--- config.mk ---
export PLATFORM = sky130hd
export DESIGN_NAME = ack_retransmit_tracker_unit
export DESIGN_NICKNAME = d
export VERILOG_FILES = /design/src/rtl/art_pkg.sv /design/src/rtl/art_pend_mem.sv /design/src/rtl/art_out_reg.sv /design/src/rtl/ack_retransmit_tracker_unit.sv
export SDC_FILE = /design/constraint.sdc
export NUM_CORES = 2
export LEC_CHECK = 0
export ABC_AREA = 1
export BUFFER_PORTS_ARGS = -buffer_cell sky130_fd_sc_hd__buf_2
export CORE_MARGIN = 2
export CORE_UTILIZATION = 35
export DETAILED_ROUTE_END_ITERATION = 12
export PLACE_DENSITY_LB_ADDON = 0.15
export SLEW_MARGIN = 20
export SYNTH_ARGS = -nofsm -noshare
export SYNTH_HDL_FRONTEND = slang
export SYNTH_HIERARCHICAL = 1
export SYNTH_SLANG_ARGS = --single-unit
--- constraint.sdc ---
create_clock -name clk_i -period 6.6 [get_ports clk_i]
set_clock_uncertainty 0.1 [all_clocks]
set_input_delay 0.99 -clock clk_i [delete_from_list [all_inputs] [get_ports clk_i]]
set_output_delay 0.99 -clock clk_i [all_outputs]
set_load 0.005 [all_outputs]
--- src/rtl/art_pkg.sv ---
// Shared types and constants of the ack retransmit tracker.
package art_pkg;

  localparam int unsigned CH_W       = 3;
  localparam int unsigned SEQ_W      = 32;
  localparam int unsigned EL_W       = 16;
  localparam int unsigned ACT_W      = 3;
  localparam int unsigned ST_W       = 2;
  localparam int unsigned ACC_W      = 32;
  localparam int unsigned CFG_W      = 16;
  localparam int unsigned CFG_ADDR_W = 1;

  // Stream widths, padded to whole bytes
  localparam int unsigned IN_DATA_W  = 56;
  localparam int unsigned OUT_DATA_W = 40;

  // Configuration register indexes
  localparam logic [CFG_ADDR_W-1:0] REG_SEND_BLOCKED  = 1'b0;
  localparam logic [CFG_ADDR_W-1:0] REG_RETX_INTERVAL = 1'b1;

  localparam logic [CFG_W-1:0] RETX_INTERVAL_RST = 16'd100;

  typedef enum logic [ACT_W-1:0] {
    ACT_REL_SEND   = 3'd0,
    ACT_UNREL_SEND = 3'd1,
    ACT_ACK        = 3'd2,
    ACT_TICK       = 3'd3,
    ACT_QUERY      = 3'd4
  } action_e;

  typedef enum logic [ST_W-1:0] {
    STAT_DONE     = 2'd0,
    STAT_BLOCKED  = 2'd1,
    STAT_FULL     = 2'd2,
    STAT_NOMATCH  = 2'd3
  } status_e;

  // One pending table entry
  typedef struct packed {
    logic [CH_W-1:0]  channel;
    logic [SEQ_W-1:0] seq;
  } entry_t;

  // One result item
  typedef struct packed {
    logic [ST_W-1:0]  status;
    logic [CH_W-1:0]  channel;
    logic [SEQ_W-1:0] seq;
    logic             delivered;
    logic             retransmit;
    logic             last;
  } result_t;

endpackage

--- src/rtl/art_pend_mem.sv ---
// Pending table storage: one write port, one read port, registered read data.
module art_pend_mem #(
  parameter int unsigned ADDR_W = 5,
  parameter int unsigned DATA_W = 35
) (
  input  logic              clk_i,
  input  logic              we_i,
  input  logic [ADDR_W-1:0] waddr_i,
  input  logic [DATA_W-1:0] wdata_i,
  input  logic [ADDR_W-1:0] raddr_i,
  output logic [DATA_W-1:0] rdata_o
);

  logic [DATA_W-1:0] mem_q [1 << ADDR_W];
  logic [DATA_W-1:0] rdata_q;

  // Write port
  always_ff @(posedge clk_i) begin
    if (we_i) begin
      mem_q[waddr_i] <= wdata_i;
    end
  end

  // Read port, registered read data
  always_ff @(posedge clk_i) begin
    rdata_q <= mem_q[raddr_i];
  end

  assign rdata_o = rdata_q;

endmodule

--- src/rtl/art_out_reg.sv ---
// Result output register: holds one result until the sink takes it.
module art_out_reg (
  input  logic                                clk_i,
  input  logic                                rst_ni,
  input  logic                                push_i,
  input  art_pkg::result_t                    data_i,
  output logic                                can_load_o,
  output logic                                m_axis_tvalid,
  input  logic                                m_axis_tready,
  // status[1:0], out_channel[4:2], out_seq[36:5], delivered[37], zero pad
  output logic [art_pkg::OUT_DATA_W-1:0]      m_axis_tdata,
  // retransmit[0]
  output logic                                m_axis_tuser,
  output logic                                m_axis_tlast
);

  logic             vld_q;
  art_pkg::result_t res_q;

  assign can_load_o = !vld_q || m_axis_tready;

  // Track occupancy
  always_ff @(posedge clk_i or negedge rst_ni) begin
    if (!rst_ni) begin
      vld_q <= 1'b0;
    end else if (push_i) begin
      vld_q <= 1'b1;
    end else if (m_axis_tready) begin
      vld_q <= 1'b0;
    end
  end

  // Load payload
  always_ff @(posedge clk_i) begin
    if (push_i) begin
      res_q <= data_i;
    end
  end

  assign m_axis_tvalid = vld_q;
  assign m_axis_tdata  = {2'b00, res_q.delivered, res_q.seq, res_q.channel, res_q.status};
  assign m_axis_tuser  = res_q.retransmit;
  assign m_axis_tlast  = res_q.last;

endmodule

--- src/rtl/ack_retransmit_tracker_unit.sv ---
// Sender-side ack tracker: sequence counters, pending table walks, retransmit on tick.
// Send, unused action, empty-table ack or query: the result is loaded from S_OUT (a tick that
// retransmits nothing passes S_TICK first); input is taken again once the result is loaded.
// Ack and query: S_SRD, S_SCHK per entry searched, plus S_SHCHK, S_SHWR per entry shifted on removal.
// Retransmitting tick: one table pass per channel, a read request and a data check for each entry.
// Reset clears counters, accumulator, fill count, control and config registers; not payloads or table.
module ack_retransmit_tracker_unit #(
  parameter int unsigned CHANNELS      = 8,
  parameter int unsigned PENDING_DEPTH = 32
) (
  input  logic                               clk_i,
  input  logic                               rst_ni,
  // Configuration write port
  input  logic                               cfg_we_i,
  input  logic [art_pkg::CFG_ADDR_W-1:0]     cfg_addr_i,
  input  logic [art_pkg::CFG_W-1:0]          cfg_wdata_i,
  // Input stream
  input  logic                               s_axis_tvalid,
  output logic                               s_axis_tready,
  // channel[2:0], seq[34:3], elapsed[50:35], zero pad
  input  logic [art_pkg::IN_DATA_W-1:0]      s_axis_tdata,
  // action[2:0]
  input  logic [art_pkg::ACT_W-1:0]          s_axis_tuser,
  // Result stream
  output logic                               m_axis_tvalid,
  input  logic                               m_axis_tready,
  // status[1:0], out_channel[4:2], out_seq[36:5], delivered[37], zero pad
  output logic [art_pkg::OUT_DATA_W-1:0]     m_axis_tdata,
  // retransmit[0]
  output logic                               m_axis_tuser,
  output logic                               m_axis_tlast
);

  localparam int unsigned IDX_W  = $clog2(PENDING_DEPTH);
  localparam int unsigned CNT_W  = $clog2(PENDING_DEPTH + 1);
  localparam int unsigned CIDX_W = (CHANNELS > 1) ? $clog2(CHANNELS) : 1;
  localparam int unsigned ENT_W  = $bits(art_pkg::entry_t);

  typedef enum logic [3:0] {
    S_IDLE,
    S_OUT,
    S_TICK,
    S_SRD,
    S_SCHK,
    S_SHCHK,
    S_SHWR,
    S_RTRD,
    S_RTCHK
  } state_e;

  // Reduce a channel number modulo CHANNELS
  function automatic logic [art_pkg::CH_W-1:0] reduce_ch(input logic [art_pkg::CH_W-1:0] ch);
    logic [art_pkg::CH_W:0] t;
    t = {1'b0, ch};
    for (int k = 0; k < 8; k++) begin
      if (t >= (art_pkg::CH_W + 1)'(CHANNELS)) begin
        t = t - (art_pkg::CH_W + 1)'(CHANNELS);
      end
    end
    return t[art_pkg::CH_W-1:0];
  endfunction

  // Input fields
  logic [art_pkg::ACT_W-1:0] in_act;
  logic [art_pkg::CH_W-1:0]  in_ch;
  logic [art_pkg::SEQ_W-1:0] in_seq;
  logic [art_pkg::EL_W-1:0]  in_el;
  logic [CIDX_W-1:0]         in_cidx;

  assign in_act  = s_axis_tuser;
  assign in_ch   = reduce_ch(s_axis_tdata[2:0]);
  assign in_seq  = s_axis_tdata[34:3];
  assign in_el   = s_axis_tdata[50:35];
  assign in_cidx = in_ch[CIDX_W-1:0];

  // Configuration registers
  logic                     blk_q;
  logic [art_pkg::CFG_W-1:0] ival_q;

  always_ff @(posedge clk_i or negedge rst_ni) begin
    if (!rst_ni) begin
      blk_q  <= 1'b0;
      ival_q <= art_pkg::RETX_INTERVAL_RST;
    end else if (cfg_we_i) begin
      unique case (cfg_addr_i)
        art_pkg::REG_SEND_BLOCKED:  blk_q  <= cfg_wdata_i[0];
        art_pkg::REG_RETX_INTERVAL: ival_q <= cfg_wdata_i;
        default: ;
      endcase
    end
  end

  // Per-channel sequence counters
  logic [art_pkg::SEQ_W-1:0] rel_q   [CHANNELS];
  logic [art_pkg::SEQ_W-1:0] unrel_q [CHANNELS];
  logic                      rel_inc;
  logic                      unrel_inc;

  always_ff @(posedge clk_i or negedge rst_ni) begin
    if (!rst_ni) begin
      for (int c = 0; c < CHANNELS; c++) begin
        rel_q[c]   <= '0;
        unrel_q[c] <= '0;
      end
    end else begin
      if (rel_inc) begin
        rel_q[in_cidx] <= rel_q[in_cidx] + 1'b1;
      end
      if (unrel_inc) begin
        unrel_q[in_cidx] <= unrel_q[in_cidx] + 1'b1;
      end
    end
  end

  // Pending table memory
  logic                mem_we;
  logic [IDX_W-1:0]    mem_waddr;
  art_pkg::entry_t     mem_wdata;
  logic [ENT_W-1:0]    mem_rdata;
  art_pkg::entry_t     rd;

  logic [CNT_W-1:0]    idx_q, idx_d;

  art_pend_mem #(
    .ADDR_W (IDX_W),
    .DATA_W (ENT_W)
  ) u_mem (
    .clk_i   (clk_i),
    .we_i    (mem_we),
    .waddr_i (mem_waddr),
    .wdata_i (mem_wdata),
    .raddr_i (idx_q[IDX_W-1:0]),
    .rdata_o (mem_rdata)
  );

  assign rd = art_pkg::entry_t'(mem_rdata);

  // Output register
  logic             push;
  logic             can_load;
  art_pkg::result_t res_q, res_d;

  art_out_reg u_out (
    .clk_i         (clk_i),
    .rst_ni        (rst_ni),
    .push_i        (push),
    .data_i        (res_q),
    .can_load_o    (can_load),
    .m_axis_tvalid (m_axis_tvalid),
    .m_axis_tready (m_axis_tready),
    .m_axis_tdata  (m_axis_tdata),
    .m_axis_tuser  (m_axis_tuser),
    .m_axis_tlast  (m_axis_tlast)
  );

  // Control state
  state_e                    state_q, state_d;
  logic [art_pkg::ACT_W-1:0] act_q, act_d;
  logic [art_pkg::CH_W-1:0]  ch_q, ch_d;
  logic [art_pkg::SEQ_W-1:0] seq_q, seq_d;
  logic [art_pkg::CH_W-1:0]  rc_q, rc_d;
  logic                      hold_q, hold_d;
  logic [CNT_W-1:0]          fill_q, fill_d;
  logic [art_pkg::ACC_W-1:0] acc_q, acc_d;

  logic [art_pkg::ACC_W:0]   acc_sum;
  logic [art_pkg::ACC_W-1:0] ival_ext;
  logic [CNT_W-1:0]          idx_nxt;
  logic                      hit;
  logic                      rt_match;
  logic                      rt_step;
  logic                      last_idx;
  logic                      last_ch;

  assign s_axis_tready = (state_q == S_IDLE);
  assign acc_sum  = {1'b0, acc_q} + (art_pkg::ACC_W + 1)'(in_el);
  assign ival_ext = art_pkg::ACC_W'(ival_q);
  assign idx_nxt  = idx_q + 1'b1;
  assign hit      = (rd.channel == ch_q) && (rd.seq == seq_q);
  assign rt_match = (rd.channel == rc_q);
  assign rt_step  = !(rt_match && hold_q && !can_load);
  assign last_idx = (idx_nxt >= fill_q);
  assign last_ch  = (rc_q == art_pkg::CH_W'(CHANNELS - 1));

  // Sequence the table walks and build results
  always_comb begin
    state_d   = state_q;
    act_d     = act_q;
    ch_d      = ch_q;
    seq_d     = seq_q;
    res_d     = res_q;
    idx_d     = idx_q;
    rc_d      = rc_q;
    hold_d    = hold_q;
    fill_d    = fill_q;
    acc_d     = acc_q;
    push      = 1'b0;
    mem_we    = 1'b0;
    mem_waddr = fill_q[IDX_W-1:0];
    mem_wdata = '{channel: in_ch, seq: rel_q[in_cidx]};
    rel_inc   = 1'b0;
    unrel_inc = 1'b0;

    unique case (state_q)
      S_IDLE: begin
        if (s_axis_tvalid) begin
          act_d         = in_act;
          ch_d          = in_ch;
          seq_d         = in_seq;
          res_d         = '0;
          res_d.channel = in_ch;
          res_d.last    = 1'b1;
          state_d       = S_OUT;
          unique case (in_act)
            art_pkg::ACT_REL_SEND, art_pkg::ACT_UNREL_SEND: begin
              if (blk_q) begin
                res_d.status = art_pkg::STAT_BLOCKED;
              end else if (in_act == art_pkg::ACT_UNREL_SEND) begin
                res_d.seq = unrel_q[in_cidx];
                unrel_inc = 1'b1;
              end else if (fill_q == CNT_W'(PENDING_DEPTH)) begin
                res_d.status = art_pkg::STAT_FULL;
              end else begin
                // Append at the end of the valid prefix
                mem_we    = 1'b1;
                res_d.seq = rel_q[in_cidx];
                rel_inc   = 1'b1;
                fill_d    = fill_q + 1'b1;
              end
            end
            art_pkg::ACT_ACK, art_pkg::ACT_QUERY: begin
              if (fill_q == '0) begin
                if (in_act == art_pkg::ACT_ACK) begin
                  res_d.status = art_pkg::STAT_NOMATCH;
                end else begin
                  res_d.delivered = 1'b1;
                end
              end else begin
                idx_d   = '0;
                state_d = S_SRD;
              end
            end
            art_pkg::ACT_TICK: begin
              // Saturating accumulate; compare in the next cycle
              acc_d         = acc_sum[art_pkg::ACC_W] ? '1 : acc_sum[art_pkg::ACC_W-1:0];
              res_d.channel = '0;
              state_d       = S_TICK;
            end
            default: begin
              res_d.channel = '0;
            end
          endcase
        end
      end

      S_OUT: begin
        if (can_load) begin
          push    = 1'b1;
          state_d = S_IDLE;
        end
      end

      S_TICK: begin
        if (acc_q >= ival_ext) begin
          acc_d = acc_q - ival_ext;
          if (fill_q != '0) begin
            idx_d   = '0;
            rc_d    = '0;
            hold_d  = 1'b0;
            state_d = S_RTRD;
          end else begin
            state_d = S_OUT;
          end
        end else begin
          state_d = S_OUT;
        end
      end

      S_SRD: begin
        state_d = S_SCHK;
      end

      S_SCHK: begin
        if (hit) begin
          if (act_q == art_pkg::ACT_ACK) begin
            // Close the gap left by the removed entry
            idx_d   = idx_nxt;
            state_d = S_SHCHK;
          end else begin
            state_d = S_OUT;
          end
        end else if (last_idx) begin
          if (act_q == art_pkg::ACT_ACK) begin
            res_d.status = art_pkg::STAT_NOMATCH;
          end else begin
            res_d.delivered = 1'b1;
          end
          state_d = S_OUT;
        end else begin
          idx_d   = idx_nxt;
          state_d = S_SRD;
        end
      end

      S_SHCHK: begin
        if (idx_q < fill_q) begin
          state_d = S_SHWR;
        end else begin
          fill_d  = fill_q - 1'b1;
          state_d = S_OUT;
        end
      end

      S_SHWR: begin
        mem_we    = 1'b1;
        mem_waddr = IDX_W'(idx_q - 1'b1);
        mem_wdata = rd;
        idx_d     = idx_nxt;
        state_d   = S_SHCHK;
      end

      S_RTRD: begin
        state_d = S_RTCHK;
      end

      S_RTCHK: begin
        // Hold one result back so the final one can carry last
        if (rt_match && rt_step) begin
          push   = hold_q;
          res_d  = '{status: art_pkg::STAT_DONE, channel: rc_q, seq: rd.seq,
                     delivered: 1'b0, retransmit: 1'b1, last: 1'b0};
          hold_d = 1'b1;
        end
        if (rt_step) begin
          if (!last_idx) begin
            idx_d   = idx_nxt;
            state_d = S_RTRD;
          end else if (last_ch) begin
            res_d.last = 1'b1;
            state_d    = S_OUT;
          end else begin
            rc_d    = rc_q + 1'b1;
            idx_d   = '0;
            state_d = S_RTRD;
          end
        end
      end

      default: begin
        state_d = S_IDLE;
      end
    endcase
  end

  // Control registers
  always_ff @(posedge clk_i or negedge rst_ni) begin
    if (!rst_ni) begin
      state_q <= S_IDLE;
      idx_q   <= '0;
      rc_q    <= '0;
      hold_q  <= 1'b0;
      fill_q  <= '0;
      acc_q   <= '0;
    end else begin
      state_q <= state_d;
      idx_q   <= idx_d;
      rc_q    <= rc_d;
      hold_q  <= hold_d;
      fill_q  <= fill_d;
      acc_q   <= acc_d;
    end
  end

  // Item payload registers
  always_ff @(posedge clk_i) begin
    act_q <= act_d;
    ch_q  <= ch_d;
    seq_q <= seq_d;
    res_q <= res_d;
  end

`ifndef SYNTH
  // Fill count never passes the table depth
  a_fill_bound: assert property (@(posedge clk_i) disable iff (!rst_ni)
    fill_q <= CNT_W'(PENDING_DEPTH))
    else $error("pending fill count above table depth");

  // A completed ack removal frees exactly one entry
  a_ack_remove: assert property (@(posedge clk_i) disable iff (!rst_ni)
    (state_q == S_SHCHK && idx_q >= fill_q) |=> fill_q == $past(fill_q - 1'b1))
    else $error("ack removal did not shrink the table by one");

  // An accepted reliable send with room takes one entry
  a_send_insert: assert property (@(posedge clk_i) disable iff (!rst_ni)
    (s_axis_tvalid && s_axis_tready && s_axis_tuser == art_pkg::ACT_REL_SEND && !blk_q &&
     fill_q != CNT_W'(PENDING_DEPTH)) |=> fill_q == $past(fill_q + 1'b1))
    else $error("reliable send did not grow the table by one");

  // Retransmit results always report done status
  a_retx_status: assert property (@(posedge clk_i) disable iff (!rst_ni)
    (m_axis_tvalid && m_axis_tuser) |-> m_axis_tdata[1:0] == art_pkg::STAT_DONE)
    else $error("retransmit result with non-done status");
`endif

endmodule
* Word-level counts from Yosys, hierarchy flattened
Memories as Yosys holds them, arrays and structs flattened. A register that Yosys moved wholly into a read port is not among the register bits.
Index checks and enable logic that the tools add are counted.
** Word-level totals
- Word-level logic and storage cells :: 242
- Flip-flop bits (word level) :: 700
- Memories kept :: 1
- RAM bits :: 1120
- Input bits :: 81
** Operators by class
- Bitwise operators :: 2
- Multiplexer cells :: 108
- Add/subtract/negate cells :: 9
- Eq/ne operators :: 41
- Reductions and logical operators :: 36
- Magnitude comparators :: 5
** Memories
- u_mem.mem_q :: words 32, bits a word 35, read ports 1, clocked after memory_dff 1, write ports 1, line art_pend_mem.sv:14 : logic [DATA_W-1:0] mem_q [1 << ADDR_W];
** Operator list (number)
- $bwmux 256 :: 2
- $mux 32 :: 13
- $bmux 32 s3 :: 2
- $mux 6 :: 17
- $demux 32 s3 :: 1
- $mux 40 :: 2
- $pmux 35 s2 :: 1
- $add 32x1->32 const B :: 2
- $pmux 32 s2 :: 1
- $pmux 4 s9 :: 1
- $mux 35 :: 1
- $ne 2x2->1 const B :: 17
- $add 32x16->33 :: 1
- $eq 32x32->1 :: 1
- $ge 32x16->1 :: 1
- $sub 32x16->32 :: 1
- $mux 3 :: 10
- $pmux 6 s5 :: 1
- $mux 1 :: 29
- $mux 4 :: 6
- $mux 2 :: 10
- $reduce_and 6->1 :: 3
- $eq 4x3->1 const B :: 4
- $add 6x1->6 const B :: 2
- 43 further kinds :: 72

* Depth between registers and ports, before layout
- Word-level depth :: 11
- Depth in mapped cells :: 20
- Depth with buffers taken out :: 17

* Modules after synthesis
The synthesis kept the hierarchy.
** Modules (own cells, without submodules)
- art_pend_mem :: instances 1, area each 45861.5 sq um, seq. area each 34332.9 sq um, cells an instance 3862
- ack_retransmit_tracker_unit :: instances 1, area each 37325.8 sq um, seq. area each 16884.9 sq um, cells an instance 5343
- art_out_reg :: instances 1, area each 1265.0 sq um, seq. area each 1226.2 sq um, cells an instance 48

* Worst setup path before layout
OpenSTA, ideal clock, no wires.
- Path kind :: in2reg
- Start :: in m_axis_tready
- End :: reg u_out.res_q (netlist bit u_out/m_axis_tdata[0]) (enable)
- Arrival :: 4821 ps
- Path buffers :: 1
- Library setup time :: 495 ps
- Data required time :: 6005 ps
- Path slack :: 1183 ps
- Cell stages on the path :: 7
- Path through :: inv_1 > nand2_2 > o21ai_0 > nor2_1 > inv_1 > clkbuf_1 > o21ai_0
** On the way
- Longest elaborated chain between the ends :: 7
- Elaborated cells between the ends (all ways) :: 8
** RTL lines
- start, declared :: line ack_retransmit_tracker_unit.sv:26 : input logic m_axis_tready,
- $logic_or 1x1->1 * :: line art_out_reg.sv:20 : assign can_load_o = !vld_q || m_axis_tready;
- via can_load :: line ack_retransmit_tracker_unit.sv:140 : logic can_load;
- $logic_not 1->1 :: line ack_retransmit_tracker_unit.sv:181 : assign rt_step = !(rt_match && hold_q && !can_load);
- $logic_and 1x1->1 :: line ack_retransmit_tracker_unit.sv:181
- $logic_not 1->1 :: line ack_retransmit_tracker_unit.sv:181
- $logic_and 1x1->1 :: line ack_retransmit_tracker_unit.sv:328 : if (rt_match && rt_step) begin
- $mux 1 :: line ack_retransmit_tracker_unit.sv:328
- $pmux 1 s2 * :: line ack_retransmit_tracker_unit.sv:204 : unique case (state_q)
- via push :: line ack_retransmit_tracker_unit.sv:139 : logic push;
- end signal, assigned :: line art_out_reg.sv:36 : res_q <= data_i;
- end, declared :: line art_out_reg.sv:18 : art_pkg::result_t res_q;
The timed path passes the listed nets; every way through them passes the cells marked *.
A chain may end at the register's enable or synchronous reset.

* Worst setup path after layout
- Start :: reg u_mem.rdata_q[34], in the netlist u_mem/rdata_o[34], read port of u_mem.mem_q
- End :: reg u_out.res_q (netlist bit u_out/m_axis_tdata[26]) (enable)
** On the way
- Longest elaborated chain between the ends :: 7
** RTL lines
- start, declared :: line art_pend_mem.sv:15 : logic [DATA_W-1:0] rdata_q;
- $eq 3x3->1 * :: line ack_retransmit_tracker_unit.sv:180 : assign rt_match = (rd.channel == rc_q);
- $logic_and 1x1->1 (2 in a row) :: line ack_retransmit_tracker_unit.sv:181
- $logic_not 1->1 :: line ack_retransmit_tracker_unit.sv:181
- $logic_and 1x1->1 * :: line ack_retransmit_tracker_unit.sv:328
- $mux 1 * :: line ack_retransmit_tracker_unit.sv:328
- $pmux 1 s2 * :: line ack_retransmit_tracker_unit.sv:204
- via push :: line ack_retransmit_tracker_unit.sv:139
Marks and branches as above.

==> qor.yml <==
setup_path:
  setup.worst_path.start_class: "flop"
  criticalPathCategory: "reg -> reg"
  worstPathRequired_ns: 7.02
  critical_path.max_stage_delay_ns: 0.89
  timing.reg2reg.setup_slack_ns: 2.11
  setup.worst_path.end_class: "flop"
  worstPathMaxFanout: 26
  critical_path.cell_chain: "xor2_1 > nor3_1 > o21ai_0 > nor2_1 > inv_1 > o21ai_4 > buf_4"
  cpMaxStageDelayCell: "sky130_fd_sc_hd__o21ai_4"
  critical_path_data_arrival_time_ns: 4.91
timing:
  slew_headroom_pct: 16.82
  timing.final.max_slew_violations: 0
  timing.final.hold_violations: 0
  grt_setup_unrepaired: "false"
  finalSetupViolCount: 0
  period_share_pct: 68.04
  fmax_mhz: 222.7
  postLayoutSetupSlackWorst_ns: 2.109
  setup_tns_ns: 0
  layout_min_cycle_time_ns: 4.491
  worst_pin_slew_ns: 1.235
  hold_slack_ns: 0.1344
yosys:
  synth.most_common_cell: "sky130_fd_sc_hd__nand2_1"
  post_synth.cell_area_avg_um2: 9.127
  ys_top_cells_by_area: "sky130_fd_sc_hd__edfxtp_1, sky130_fd_sc_hd__nand2_1, sky130_fd_sc_hd__dfrtp_1"
  sequential_to_total_area_share_from_yosys_stat_pct: 62.10
  synth-warning-count: 6
  syn_area_um2: 84450
  post_synth_inst_count: 9253
  synth.distinct_cells: 51
  number_of_synthesized_flops_with_an_enable_pin: 1238
  synth_area_leader_cell: "sky130_fd_sc_hd__edfxtp_1"
  flip_flop_and_latch_count_after_synthesis: 1855
  synth_top_flop_cell: "sky130_fd_sc_hd__edfxtp_1"
  synth_top_cell_area_share_pct: 44.02
  synth_commonest_cells: "sky130_fd_sc_hd__nand2_1, sky130_fd_sc_hd__edfxtp_1, sky130_fd_sc_hd__nand3_1"
  synth_async_sr_flop_share_pct: 31.37
clocking:
  cts_htree_levels: 4
  cts.reportedPaths.clkPinSlew_ns: 0.06
  tritoncts.num_buffers: 204
  insertion_delay_ns: 0.86
  clock-root-buffer: "sky130_fd_sc_hd__clkbuf_16"
  postCtsSetupBuffers: 0
  cts_tree: "yes"
  cts_sinks: 1855
  ctsLongestPathBuffers: 3
  cts-resized-gates: 0
  total_of_hold_buffers_inserted_after_clock_tree_synthesis: 0
global_route:
  largest_net_degree_at_the_start_of_global_routing: 161
  antenna_found_initial: 7
  global_route_wire_length_before_repair_um: 412600
  overflow: 0
  first_global_vias: 60846
  grt_usage_pct: 22.48
power_and_ir_drop:
  pwr_density_cell_nw_per_um2: 319.6
  ir_worst_vdd_mv: 0.2077
  p_leak_nw: 40.09
  fin_total_pwr_mw: 30.49
die:
  initial_core_utilization_pct: 35.14
  die_area_um2: 245200
  die_height_um: 495.2
  io-pin-count: 125
  core.rowCount: 180
  die_width_um: 495.2
  core_region_area_um2: 240300
placement:
  detailedPlacementHpwl_um: 164600
  detailed_place.area_um2: 88700
  port-buffer-count: 117
  gp_routability_congestion: 0.9040
  pre_cts_slack_ns: 1.426
cells_and_area:
  finalInstanceArea_um2: 95380
  drive_gt1_share_pct: 8.066
  synthToLayoutAreaGrowth_pct: 12.93
  fillCellCount: 23797
  finish.net_count: 9400
detailed_routing:
  drt-pass1-iter-count: 6
  initialDrtViolationCount: 6013
  route.final.wire_length_um: 279200
  ant_nets: 0
  post_drt_via_cell_ratio: 5.079
  wl_per_cell_um: 22.11
  via_count: 64130
  drc_errors: 0
job:
  timing.max_cap.violations: 0
worst_hold_path:
  worstHoldPathType: "in -> async"
run_status:
  run_status: "finished clean"
==> where the power goes <==
part	total, mW	internal [mW]	switching, mW
Combinational	5.45	1.52	3.93
Sequential	13.7	13.2	0.550
Clock	11.3	6.47	4.85
==> area by class of cell <==
| cell class | count | area [µm²] | share of cell area [%] |
|---|---|---|---|
| diodes | 6 | 15.01 | 0.01574 |
| repair buffers | 273 | 2066 | 2.166 |
| flip-flops and latches | 1855 | 52460 | 55.00 |
| well taps | 3185 | 3985 | 4.178 |
| clock inverters | 82 | 827.0 | 0.8671 |
| inverters | 357 | 1376 | 1.443 |
| clock buffers | 297 | 5811 | 6.092 |
| multi-input cells | 6571 | 28840 | 30.23 |
==> placed cells by master (no fill, tap or decap), drive strengths merged, types with 2 or more instances in the layout <==
master       n
o32ai        3
buf        272
ha          54
dfstp        3
xnor2       43
nand3     1150
dfxtp       35
clkinvlp     3
a21oi       87
o21bai       2
nor4         5
nand4       25
a31oi        9
nor3        16
bufinv       9
or2          5
a22o         9
o21ai      411
nor3b        3
nor2       322
a21o         6
xor2        44
conb         2
clkbuf     298
nand3b       5
diode        6
fa           3
clkinv      69
inv        358
edfxtp    1238
nand2     4326
o22ai       25
o21a         4
dfrtp      579
o211ai       7
==> critical path: cells and delay by family, from the launching register on <==
| family | cells | cell delay [ns] |
|---|---|---|
| AOI/OAI and AO/OA | 2 | 1.16 |
| xor gates and xnor gates | 1 | 0.12 |
| buffers and inverters | 2 | 1.16 |
| DFF | 1 | 0.56 |
| and+or+nand+nor | 2 | 1.00 |
==> metal layers <==
layer / share of wire, % / vias up / track usage, %
met4: 3.9 / 2 / 8.105
met5: 0.0047 / - / 0
met2: 47 / 1849 / 36.79
met1: 44 / 31372 / 30.47
li1: - / 30475 / -
met3: 5.4 / 432 / 3.065
==> logic make-up (layout without fill, tap and decap cells) <==
family | after synthesis | count (layout) | synth area share, %
DFF | 1855 | 1855 | 62.10
other | 1 | 8 | 0.004440
and+or+nand+nor | 5858 | 5858 | 28.22
buffers and inverters | 828 | 1009 | 4.336
xor gates and xnor gates | 87 | 87 | 0.9200
adders and majority gates | 57 | 57 | 0.8712
AOI/OAI and AO/OA | 567 | 567 | 3.550
==> path summary, 6_finish.rpt <==
kind / from / endpoint / depth (start not counted)
worst max-delay path: u_mem/rdata_o[34] / u_out/m_axis_tdata[26] / 7
worst min-delay path: rst_ni / unrel_q[107] / 1
min in group clk_i: s_axis_tdata[13] / seq_q[10] / 1
max in group asynchronous: rst_ni / rel_q[120] / 2
worst max register to register: u_mem/rdata_o[34] / u_out/m_axis_tdata[26] / 7
worst min register to register: res_q[39] / u_out/m_axis_tdata[1] / 0
==> flip-flops by register name, summed over array words and instances (netlist names), 3 cells and up <==
name                cells
u_mem/mem_q          1120
rel_q                 256
unrel_q               256
res_q                  40
u_out/m_axis_tdata     38
u_mem/rdata_o          35
acc_q                  32
seq_q                  32
ival_q                 16
fill_q                  6
idx_q                   6
state_q                 4
act_q                   3
ch_q                    3
rc_q                    3
==> through the flow <==
stage                     util [%]  cells
after floorplan                  -   9254
after global placement       36.91  12241
after detailed placement     36.91  12241
after CTS                    39.67  12620
after global routing         39.69  12624
final                        39.69  12626
No activity file was read; power rests on OpenSTA's default activity.
